## src/rtl/delta_sample_channel_unit_macros.svh

```systemverilog
// assertion macros for the delta sample channel unit
// used by the top level only, no other dependencies
`ifndef DELTA_SAMPLE_CHANNEL_UNIT_MACROS_SVH
`define DELTA_SAMPLE_CHANNEL_UNIT_MACROS_SVH

// same-cycle implication, checked out of reset
`define DSC_ASSERT_IMPL(label, clk, rst_n, ante, cons) \
  label: assert property (@(posedge clk) disable iff (!rst_n) (ante) |-> (cons)) \
    else $error("assertion failed: label");

// next-cycle implication, checked out of reset
`define DSC_ASSERT_NEXT(label, clk, rst_n, ante, cons) \
  label: assert property (@(posedge clk) disable iff (!rst_n) (ante) |=> (cons)) \
    else $error("assertion failed: label");

`endif

```

## src/rtl/dsc_pkg.sv

```systemverilog
// shared types, constants and the rate table of the delta sample channel
// no dependencies
package dsc_pkg;

  localparam int unsigned InDataW  = 24;
  localparam int unsigned OutDataW = 32;

  localparam logic [15:0] AddrBase = 16'hC000;
  localparam logic [15:0] AddrWrap = 16'h8000;
  localparam logic [6:0]  LevelTop = 7'd125;

  // register write targets
  typedef enum logic [2:0] {
    REG_FLAGS  = 3'd0,
    REG_LEVEL  = 3'd1,
    REG_START  = 3'd2,
    REG_LENGTH = 3'd3,
    REG_ENABLE = 3'd4
  } reg_sel_e;

  // one input word
  typedef struct packed {
    logic       mode;
    logic [2:0] reg_select;
    logic [7:0] write_data;
    logic [7:0] sample_byte;
  } dsc_item_t;

  // one result word
  typedef struct packed {
    logic [15:0] fetch_address;
    logic        fetch_used;
    logic        irq;
    logic [6:0]  output_level;
    logic        active;
  } dsc_result_t;

  // timer period per rate index, 0 ntsc and 1 pal
  function automatic logic [8:0] rate_lookup(input logic pal, input logic [3:0] idx);
    logic [8:0] ntsc_p;
    logic [8:0] pal_p;
    case (idx)
      4'd0:    begin ntsc_p = 9'd428; pal_p = 9'd398; end
      4'd1:    begin ntsc_p = 9'd380; pal_p = 9'd354; end
      4'd2:    begin ntsc_p = 9'd340; pal_p = 9'd316; end
      4'd3:    begin ntsc_p = 9'd320; pal_p = 9'd298; end
      4'd4:    begin ntsc_p = 9'd286; pal_p = 9'd276; end
      4'd5:    begin ntsc_p = 9'd254; pal_p = 9'd236; end
      4'd6:    begin ntsc_p = 9'd226; pal_p = 9'd210; end
      4'd7:    begin ntsc_p = 9'd214; pal_p = 9'd198; end
      4'd8:    begin ntsc_p = 9'd190; pal_p = 9'd176; end
      4'd9:    begin ntsc_p = 9'd160; pal_p = 9'd148; end
      4'd10:   begin ntsc_p = 9'd142; pal_p = 9'd132; end
      4'd11:   begin ntsc_p = 9'd128; pal_p = 9'd118; end
      4'd12:   begin ntsc_p = 9'd106; pal_p = 9'd98;  end
      4'd13:   begin ntsc_p = 9'd84;  pal_p = 9'd78;  end
      4'd14:   begin ntsc_p = 9'd72;  pal_p = 9'd66;  end
      default: begin ntsc_p = 9'd54;  pal_p = 9'd50;  end
    endcase
    return pal ? pal_p : ntsc_p;
  endfunction

  // first fetch address of a sample
  function automatic logic [15:0] start_addr(input logic [7:0] code);
    return AddrBase + {2'b00, code, 6'b000000};
  endfunction

  // byte count of a sample
  function automatic logic [11:0] sample_len(input logic [7:0] code);
    return {code, 4'b0000} + 12'd1;
  endfunction

endpackage

```

## src/rtl/dsc_channel_core.sv

```systemverilog
// channel state and its single-pass update for one word
// depends on dsc_pkg
module dsc_channel_core import dsc_pkg::*; (
  input  logic        clk_i,
  input  logic        rst_ni,
  input  logic        cfg_we_i,
  input  logic        cfg_wdata_i,
  input  logic        step_i,
  input  dsc_item_t   item_i,
  output dsc_result_t result_o
);

  logic        video_std_q;
  logic        loop_q, loop_d;
  logic [8:0]  period_q, period_d;
  logic [7:0]  start_q, start_d;
  logic [7:0]  length_q, length_d;
  logic [15:0] addr_q, addr_d;
  logic [11:0] left_q, left_d;
  logic [7:0]  buf_q, buf_d;
  logic        buf_empty_q, buf_empty_d;
  logic        playing_q, playing_d;
  logic [6:0]  level_q, level_d;
  logic [7:0]  shifter_q, shifter_d;
  logic [3:0]  bits_q, bits_d;
  logic [8:0]  timer_q, timer_d;
  logic        used, irq;

  // next state for a register write or a tick
  always_comb begin
    logic [15:0] addr_inc;
    logic [11:0] left_dec;
    logic [8:0]  timer_inc;
    addr_inc    = addr_q + 16'd1;
    left_dec    = left_q - 12'd1;
    timer_inc   = timer_q + 9'd1;
    loop_d      = loop_q;
    period_d    = period_q;
    start_d     = start_q;
    length_d    = length_q;
    addr_d      = addr_q;
    left_d      = left_q;
    buf_d       = buf_q;
    buf_empty_d = buf_empty_q;
    playing_d   = playing_q;
    level_d     = level_q;
    shifter_d   = shifter_q;
    bits_d      = bits_q;
    timer_d     = timer_q;
    used        = 1'b0;
    irq         = 1'b0;
    if (item_i.mode) begin
      case (item_i.reg_select)
        REG_FLAGS: begin
          loop_d   = item_i.write_data[6];
          period_d = rate_lookup(video_std_q, item_i.write_data[3:0]);
        end
        REG_LEVEL: begin
          level_d = item_i.write_data[6:0];
        end
        REG_START: begin
          start_d = item_i.write_data;
          addr_d  = start_addr(item_i.write_data);
        end
        REG_LENGTH: begin
          length_d = item_i.write_data;
          left_d   = sample_len(item_i.write_data);
        end
        REG_ENABLE: begin
          if (!item_i.write_data[0]) begin
            left_d = '0;
          end else if (left_q == '0) begin
            addr_d = start_addr(start_q);
            left_d = sample_len(length_q);
          end
        end
        default: ;
      endcase
    end else begin
      // fetcher: take the memory byte into an empty buffer
      if (buf_empty_q && left_q != '0) begin
        buf_d       = item_i.sample_byte;
        buf_empty_d = 1'b0;
        used        = 1'b1;
        left_d      = left_dec;
        if (left_dec == '0 && loop_q) begin
          addr_d = start_addr(start_q);
          left_d = sample_len(length_q);
        end else begin
          addr_d = (addr_inc == '0) ? AddrWrap : addr_inc;
          irq    = (left_dec == '0);
        end
      end
      // output unit runs while playing or holding a byte
      if (playing_q || !buf_empty_d) begin
        timer_d = timer_inc;
        if (timer_inc >= period_q) begin
          timer_d = '0;
          if (playing_q) begin
            if (shifter_q[0]) begin
              if (level_q <= LevelTop) level_d = level_q + 7'd2;
            end else if (level_q >= 7'd2) begin
              level_d = level_q - 7'd2;
            end
          end
          if (bits_q != '0) begin
            shifter_d = shifter_q >> 1;
            bits_d    = bits_q - 4'd1;
          end
        end
        // reload the shifter at the end of a byte
        if (bits_d == '0) begin
          bits_d = 4'd8;
          if (!buf_empty_d) begin
            shifter_d   = buf_d;
            playing_d   = 1'b1;
            buf_empty_d = 1'b1;
          end else begin
            playing_d = 1'b0;
          end
        end
      end
    end
  end

  // result word shows the state after this word
  always_comb begin
    result_o.fetch_address = addr_d;
    result_o.fetch_used    = used;
    result_o.irq           = irq;
    result_o.output_level  = level_d;
    result_o.active        = playing_d;
  end

  // video standard register
  always_ff @(posedge clk_i or negedge rst_ni) begin
    if (!rst_ni) begin
      video_std_q <= 1'b0;
    end else if (cfg_we_i) begin
      video_std_q <= cfg_wdata_i;
    end
  end

  // channel state
  always_ff @(posedge clk_i or negedge rst_ni) begin
    if (!rst_ni) begin
      loop_q      <= 1'b0;
      period_q    <= '0;
      start_q     <= '0;
      length_q    <= '0;
      addr_q      <= '0;
      left_q      <= '0;
      buf_q       <= '0;
      buf_empty_q <= 1'b1;
      playing_q   <= 1'b0;
      level_q     <= '0;
      shifter_q   <= '0;
      bits_q      <= '0;
      timer_q     <= '0;
    end else if (step_i) begin
      loop_q      <= loop_d;
      period_q    <= period_d;
      start_q     <= start_d;
      length_q    <= length_d;
      addr_q      <= addr_d;
      left_q      <= left_d;
      buf_q       <= buf_d;
      buf_empty_q <= buf_empty_d;
      playing_q   <= playing_d;
      level_q     <= level_d;
      shifter_q   <= shifter_d;
      bits_q      <= bits_d;
      timer_q     <= timer_d;
    end
  end

endmodule

```

## src/rtl/delta_sample_channel_unit.sv

```systemverilog
// Delta sample channel: each input word is either one tick or one register write
// (tuser high), and each produces exactly one result word. A word is captured in an
// input register, passes the combinational channel update into an output register, and
// a new word can be taken every cycle unless the output stalls; the result word is
// offered from the output register. While a result waits there, the input register takes
// one more word and then holds tready low until the waiting result is taken.
// Depends on dsc_pkg, dsc_channel_core and delta_sample_channel_unit_macros.svh.
`include "delta_sample_channel_unit_macros.svh"

module delta_sample_channel_unit import dsc_pkg::*; (
  input  logic                clk_i,
  input  logic                rst_ni,
  input  logic                cfg_we_i,
  input  logic                cfg_wdata_i,
  input  logic                s_axis_tvalid,
  output logic                s_axis_tready,
  // reg_select[2:0], write_data[10:3], sample_byte[18:11], zero [23:19]
  input  logic [InDataW-1:0]  s_axis_tdata,
  // mode: 0 tick, 1 register write
  input  logic                s_axis_tuser,
  output logic                m_axis_tvalid,
  input  logic                m_axis_tready,
  // fetch_address[15:0], fetch_used[16], irq[17], output_level[24:18], active[25],
  // zero [31:26]
  output logic [OutDataW-1:0] m_axis_tdata
);

  logic        in_valid_q, in_valid_d;
  dsc_item_t   in_item_q;
  logic        out_valid_q, out_valid_d;
  dsc_result_t out_q;
  dsc_result_t core_res;
  logic        advance;
  logic        in_accept;

  // handshake control
  assign advance       = in_valid_q && (!out_valid_q || m_axis_tready);
  assign s_axis_tready = !in_valid_q || advance;
  assign in_accept     = s_axis_tvalid && s_axis_tready;
  assign in_valid_d    = in_accept ? 1'b1 : (advance ? 1'b0 : in_valid_q);
  assign out_valid_d   = advance ? 1'b1 : (m_axis_tready ? 1'b0 : out_valid_q);

  // input word register
  always_ff @(posedge clk_i or negedge rst_ni) begin
    if (!rst_ni) begin
      in_valid_q <= 1'b0;
    end else begin
      in_valid_q <= in_valid_d;
    end
  end

  always_ff @(posedge clk_i) begin
    if (in_accept) begin
      in_item_q.mode        <= s_axis_tuser;
      in_item_q.reg_select  <= s_axis_tdata[2:0];
      in_item_q.write_data  <= s_axis_tdata[10:3];
      in_item_q.sample_byte <= s_axis_tdata[18:11];
    end
  end

  // channel update
  dsc_channel_core u_core (
    .clk_i      (clk_i),
    .rst_ni     (rst_ni),
    .cfg_we_i   (cfg_we_i),
    .cfg_wdata_i(cfg_wdata_i),
    .step_i     (advance),
    .item_i     (in_item_q),
    .result_o   (core_res)
  );

  // result word register
  always_ff @(posedge clk_i or negedge rst_ni) begin
    if (!rst_ni) begin
      out_valid_q <= 1'b0;
    end else begin
      out_valid_q <= out_valid_d;
    end
  end

  always_ff @(posedge clk_i) begin
    if (advance) begin
      out_q <= core_res;
    end
  end

  assign m_axis_tvalid = out_valid_q;
  assign m_axis_tdata  = {6'b000000, out_q.active, out_q.output_level, out_q.irq,
                          out_q.fetch_used, out_q.fetch_address};

  // checks
  `DSC_ASSERT_IMPL(a_irq_needs_fetch, clk_i, rst_ni, out_valid_q && out_q.irq, out_q.fetch_used)
  `DSC_ASSERT_NEXT(a_write_no_fetch, clk_i, rst_ni, advance && in_item_q.mode, !out_q.fetch_used && !out_q.irq)
  `DSC_ASSERT_NEXT(a_advance_fills_out, clk_i, rst_ni, advance, out_valid_q)

endmodule
```

## config.mk

```make
export PLATFORM = sky130hd
export DESIGN_NAME = delta_sample_channel_unit
export DESIGN_NICKNAME = d
export VERILOG_FILES = /design/src/rtl/dsc_pkg.sv /design/src/rtl/dsc_channel_core.sv /design/src/rtl/delta_sample_channel_unit.sv
export VERILOG_INCLUDE_DIRS = /design/src /design/src/rtl
export SDC_FILE = /design/constraint.sdc
export NUM_CORES = 1
export LEC_CHECK = 0
export ABC_AREA = 1
export BUFFER_PORTS_ARGS = -buffer_cell sky130_fd_sc_hd__buf_2
export CELL_PAD_IN_SITES_DETAIL_PLACEMENT = 1
export CELL_PAD_IN_SITES_GLOBAL_PLACEMENT = 2
export CORE_MARGIN = 2
export CORE_UTILIZATION = 33
export DETAILED_ROUTE_END_ITERATION = 8
export PLACE_DENSITY = 0.87
export REMOVE_ABC_BUFFERS = 1
export SYNTH_ARGS = -nofsm -noshare
export SYNTH_HDL_FRONTEND = slang
export SYNTH_HIERARCHICAL = 1
export SYNTH_SLANG_ARGS = --single-unit
```

## constraint.sdc

```tcl
create_clock -name clk_i -period 5 [get_ports clk_i]
set_input_delay 1 -clock clk_i [delete_from_list [all_inputs] [get_ports clk_i]]
set_output_delay 1 -clock clk_i [all_outputs]
set_load 0.005 [all_outputs]
```

Word level (Yosys, flattened, before mapping)
Memories as Yosys holds them, arrays and structs flattened. A register that Yosys moved wholly into a read port is not among the register bits. Cells that the tools add are included. W data, S select, Z words.

Output and inout port bits: 34. Bits in read-only memories: 256. Bits of input ports: 31. Word-level logic and storage cells: 121. Memories: 1. Register bits: 141.

Memory list: (no name shown) (words 16, width 16, read ports 1, clocked after memory_dff 1, wr ports 0, line dsc_pkg.sv:42) `case (idx)`.

Magnitude comparators: 3. Eq/ne operators: 6. Add/subtract/negate cells: 10. Multiplexer cells: 47. Bitwise logic cells: 2. Reduce and logical (&&, ||, !) cells: 27.

Operator list (number): $mux W16 (6); $mux W12 (5); $mux W7 (8); $mux W8 (5); $add A15 B15 Y16 const A (2); $pmux W16 S2 (1); $add A12 B1 Y12 const B (2); $logic_not A12 Y1 (2); $mux W4 (6); $pmux W12 S2 (1); $mux W9 (2); $add A16 B1 Y16 const B (1); $logic_not A16 Y1 (1); $mux W1 (13); $reduce_and A3 Y1 (4); $reduce_bool A12 Y1 (1); $sub A12 B1 Y12 const B (1); $add A9 B1 Y9 const B (1); $ge A9 B9 Y1 (1); $add A7 B2 Y7 const B (1); $ge A7 B2 Y1 const B (1); $le A7 B7 Y1 const B (1); $sub A7 B2 Y7 const B (1); $eq A3 B2 Y1 const B (2); 16 further kinds (26).

Longest topological paths before layout
Word-level depth: 12. Mapped depth: 22. Depth with buffers taken out: 21.

Hierarchy
The synthesis kept the hierarchy.

Modules (own cells, without submodules): dsc_channel_core (times used 1, seq. area each 2303.5 µm², area an instance 7111.8 µm², cells an instance 1101); delta_sample_channel_unit (times used 1, seq. area each 1431.4 µm², area an instance 1525.2 µm², cells an instance 65).

Least setup slack after synthesis
Ideal clock, no wire load.

Path kind: in2reg. Start point: in m_axis_tready. End point: reg u_core.bits_q[3]. Data arrival time: 3.736 ns. Required time: 4.923 ns. Path slack: 1.187 ns. Stages: 10. Cells stage by stage: inv_2 -> a21oi_1 -> buf_2 -> clkinv_1 -> nor2_1 -> o21ai_2 -> inv_2 -> clkbuf_1 -> o21ai_0 -> o21ai_1.

Word-level cells in the longest chain between the ends: 3.

Ends and longest elaborated chain: start, declared (line delta_sample_channel_unit.sv:22) `input logic m_axis_tready,`; $logic_or A1 B1 Y1 (line delta_sample_channel_unit.sv:37) `assign advance = in_valid_q && (!out_valid_q || m_axis_tready);`; $logic_and A1 B1 Y1 (line delta_sample_channel_unit.sv:37); net advance (line delta_sample_channel_unit.sv:33) `logic advance;`; $reduce_and A3 Y1 (no source line); end signal, assigned (line dsc_channel_core.sv:172) `bits_q <= bits_d;`; end, declared (line dsc_channel_core.sv:25) `logic [3:0] bits_q, bits_d;`.

The timed path passes the listed nets, and every way through them passes these cells. A chain may end at the register's enable or synchronous reset.

Worst setup path after layout
Start point: reg u_core.timer_q[0]. End point: reg u_core.shifter_q[5].

Word-level cells in the longest chain between the ends: 7. Elaborated cells between the ends (all ways): 9.

Ends and longest elaborated chain: start, declared (line dsc_channel_core.sv:26) `logic [8:0] timer_q, timer_d;`; start signal, assigned (line dsc_channel_core.sv:173) `timer_q <= timer_d;`; $add A9 B1 Y9 (*) (line dsc_channel_core.sv:36) `timer_inc = timer_q + 9'd1;`; $ge A9 B9 Y1 (*) (line dsc_channel_core.sv:97) `if (timer_inc >= period_q) begin`; $mux W4 (line dsc_channel_core.sv:97); $mux W4 (line dsc_channel_core.sv:95) `if (playing_q || !buf_empty_d) begin`; $mux W4 (line dsc_channel_core.sv:52) `if (item_i.mode) begin`; $logic_not A4 Y1 (line dsc_channel_core.sv:112) `if (bits_d == '0) begin`; $mux W8 (*) (line dsc_channel_core.sv:112); end signal, assigned (line dsc_channel_core.sv:171) `shifter_q <= shifter_d;`; end, declared (line dsc_channel_core.sv:24) `logic [7:0] shifter_q, shifter_d;`.

Mark *: on every way between the ends. The rest lies on a longest branch, timed or not. The select of a mux whose other input is x is not followed.

==> out/summary.txt <==
outcome: finished clean
PostCTS Resize Cnt: 0
number of synthesized register bits: 140
I/O pin count: 65
Pleak: 0.004687 uW
max-cap violations: 0
CP max-delay cell: dfrtp_1
hold path depth: 2
worst-path cell chain: ha_1 > nand3_1 > nand3b_1 > nor3_1 > xor2_1 > inv_1 > ha_1 > nand2_1 > nor2_1 > and2_1 > nor2_4 > nand2_2 > o21ai_1 > nand2_1 > nor2_2 > nand2_2 > inv_2 > nand2_1 > nand2_1 > nand2_1 > nand2_1
CTS buffer count: 17
n_diodes: 0
1st-iter DRT viols: 432
Placed Area: 9101 um^2
Synth Warn #: 6
Final Routed Wirelength: 24,480 um
final setup fails: 0
first-pass GRT wire length: 41,890 um
top area cells in the synthesized netlist: dfrtp_1, nand2_1, edfxtp_1
nets: 1,255
Tmin final: 3.643 ns
Pre-antenna DRT Iters: 5
routed vias: 7,713
worst r2r dst: u_core/shifter_q[5]
Post-synth EDFFs: 46
period utilisation layout: 0.7286
Setup Fix Bufs, Post-CTS: 0
CP dominant cell by count: nand2_1
global route overflow: 0
CP endpoint kind: register
post-synth cell types: 44
Top FF cell, synth: dfrtp_1
RD Place Congestion: 0.8168
Seq. cell area: 3735 um^2
worst vdd ir: 0.0002154 V
Clock Tree Root: clkbuf_16
vias in the first global route: 8,138
critical path class: reg -> reg
Crit. Startpoint: u_core/timer_q[0]
DP Wirelength: 17,140 um
Worst setup SP type: register
gr usage total: 0.1865
post-route cell area: 9684 um^2
initial core utilization: 0.3333
WP data arrival: 4.00 ns
CP endpoint: u_core/shifter_q[5]
die height: 165.8 um
Fin Hold WS: 0.4825 ns
sequential area share after synthesis: 0.4324
clk buf depth: 2
CTS Sinks: 140
CTS tree: built
Critical Path Stages: 21
RR Startpoint: u_core/timer_q[0]
Final Hold Fails: 0
worst relative slew slack: 0.3218
Die Wd: 165.8 um
post-route ant nets: 0
CORE AREA: 25,910 um^2
Design Power: 5227 uW
worst reg2reg setup slack: 1.36 ns
CTS H-tree lvls: 4
pin slew with the least headroom to its limit: 1.017 ns
Reg2Reg Depth: 21
Worst path top cell family by delay: simple AND/OR/NAND/NOR gates
worst path required time: 5.36 ns
drt drc: 0
Clk Latency, worst-skew pair: 0.43 ns
largest net degree at the start of global routing: 69
cell with the most instances after synthesis: nand2_1
Max FO, Critical Path: 14
vias per cell: 4.979
Max Slew Vio Count: 0
CP Buf/Inv Count: 2
Syn Std Cell Area: 8637 um^2
routed len/inst: 15.80 um
Async S/R FF share, synth: 0.6714
slowest stage delay, CP: 0.42 ns
Commonest cells post-synth: nand2_1, inv_1, dfrtp_1
die footprint: 27,480 um^2
area leader, netlist: dfrtp_1
Post-Syn Instances: 1,166
# rows: 59
Fmax: 274.5 MHz
unrepaired setup endpoints after global routing: false
Multi-input gate area: 4113 um^2
I/O Buffers: 53
Hold WC Path Type: reg -> reg
post-synth top area share: 0.2694
Layout area overhead: 12.13%
syn_area_per_cell: 7.407 um^2
Reg clk slew, reported paths: 0.07 ns
Fin Clk Skew: 0.01012 ns
hold buffers post-CTS: 0
initial antenna violation count: 0
Pwr Density: 539.8 nW/um^2
fill count: 3,211
share of cells above drive strength 1: 0.1186
logic make-up (layout without fill, tap and decap cells):
kind of cell,after synthesis,in the layout,synth area share
XOR/XNOR,13,13,0.01318
AND/OR/NAND/NOR,631,631,0.3199
buffers and inverters,191,234,0.09489
adder cells (fa/ha/maj),23,23,0.03332
AO/OA/AOI/OAI,167,167,0.1059
flip-flops,140,140,0.4324
other,1,6,0.0004342
flip-flops by register name (all words and copies together) (netlist names):
| signal | count |
|---|---|
| u_core/timer_q | 9 |
| u_core/loop_q | 1 |
| u_core/buf_q | 8 |
| in_item_q | 20 |
| u_core/buf_empty_q | 1 |
| m_axis_tvalid | 1 |
| u_core/length_q | 8 |
| u_core/period_q | 8 |
| u_core/level_q | 7 |
| u_core/bits_q | 4 |
| u_core/left_q | 12 |
| u_core/shifter_q | 8 |
| u_core/start_q | 8 |
| u_core/video_std_q | 1 |
| in_valid_q | 1 |
| u_core/playing_q | 1 |
| m_axis_tdata | 26 |
| u_core/addr_q | 16 |
placed cells by master (no fill, tap or decap), types with 7 or more instances in the layout:
cell / count
o22ai_1: 20
a21oi_1: 33
nand2_2: 17
buf_2: 52
dfrtp_1: 93
o21ai_0: 65
nor3_1: 11
nand3_2: 7
or2_0: 7
clkbuf_16: 18
xor2_1: 10
nand2_1: 380
edfxtp_1: 46
inv_2: 13
nand3_1: 75
nand4_1: 24
o21ai_1: 26
nor2_1: 89
inv_1: 131
ha_1: 23
power by group:
part | total (uW) | internal (uW) | leakage, uW | switching, uW
Combinational | 2020 | 686 | 0.00276 | 1330
Sequential | 1920 | 1560 | 0.00164 | 362
Clock | 1280 | 727 | 0.000288 | 557
Total | 5230 | 2980 | 0.00469 | 2250
worst min path at each step:
| stage | slack, ns | endpoint | startpoint |
|---|---|---|---|
| after detailed placement | 0.47 | u_core/start_q[2] | u_core/start_q[2] |
| after global routing | 0.51 | u_core/start_q[5] | u_core/start_q[5] |
| final | 0.48 | u_core/start_q[1] | u_core/start_q[1] |
| after global placement | 0.47 | u_core/buf_q[6] | u_core/buf_q[6] |
| after CTS | 0.49 | u_core/start_q[1] | u_core/start_q[1] |
| after floorplan | 0.45 | u_core/period_q[8] | u_core/period_q[8] |
layout make-up:
cell class,count,area share
repair buffers,55,0.02920
clock buffers,19,0.04690
well taps,335,0.04328
flip-flops and latches,140,0.3857
clock inverters,13,0.01331
multi-input cells,840,0.4247
inverters,147,0.05698
worst reg2reg max path, delay by kind of cell, from the launching register on:
kind                       cells  cell delay [ns]
and+or+nand+nor               15             2.03
AOI/OAI and AO/OA              1             0.15
buffers and inverters          2             0.27
xor gates and xnor gates       1             0.20
adders and majority gates      2             0.49
DFF                            1             0.42
per-stage QoR:
stage	utilization	TNS, ns	worst slack [ns]	std cells
after floorplan	-	-38.05	-0.9962	1127
after global routing	0.3738	0	0.9269	1549
after global placement	0.3512	0	1.405	1517
after detailed placement	0.3512	0	1.312	1517
after CTS	0.3738	0	1.285	1549
final	0.3738	0	1.357	1549
metal layers:
| metal | GRT usage | routed length [um] |
|---|---|---|
| met5 | 0 | 0 |
| met4 | 0.04991 | 397 |
| met3 | 0.03408 | 874 |
| met2 | 0.3154 | 11740 |
| met1 | 0.2463 | 11470 |
No activity file was read; power rests on OpenSTA's default activity.
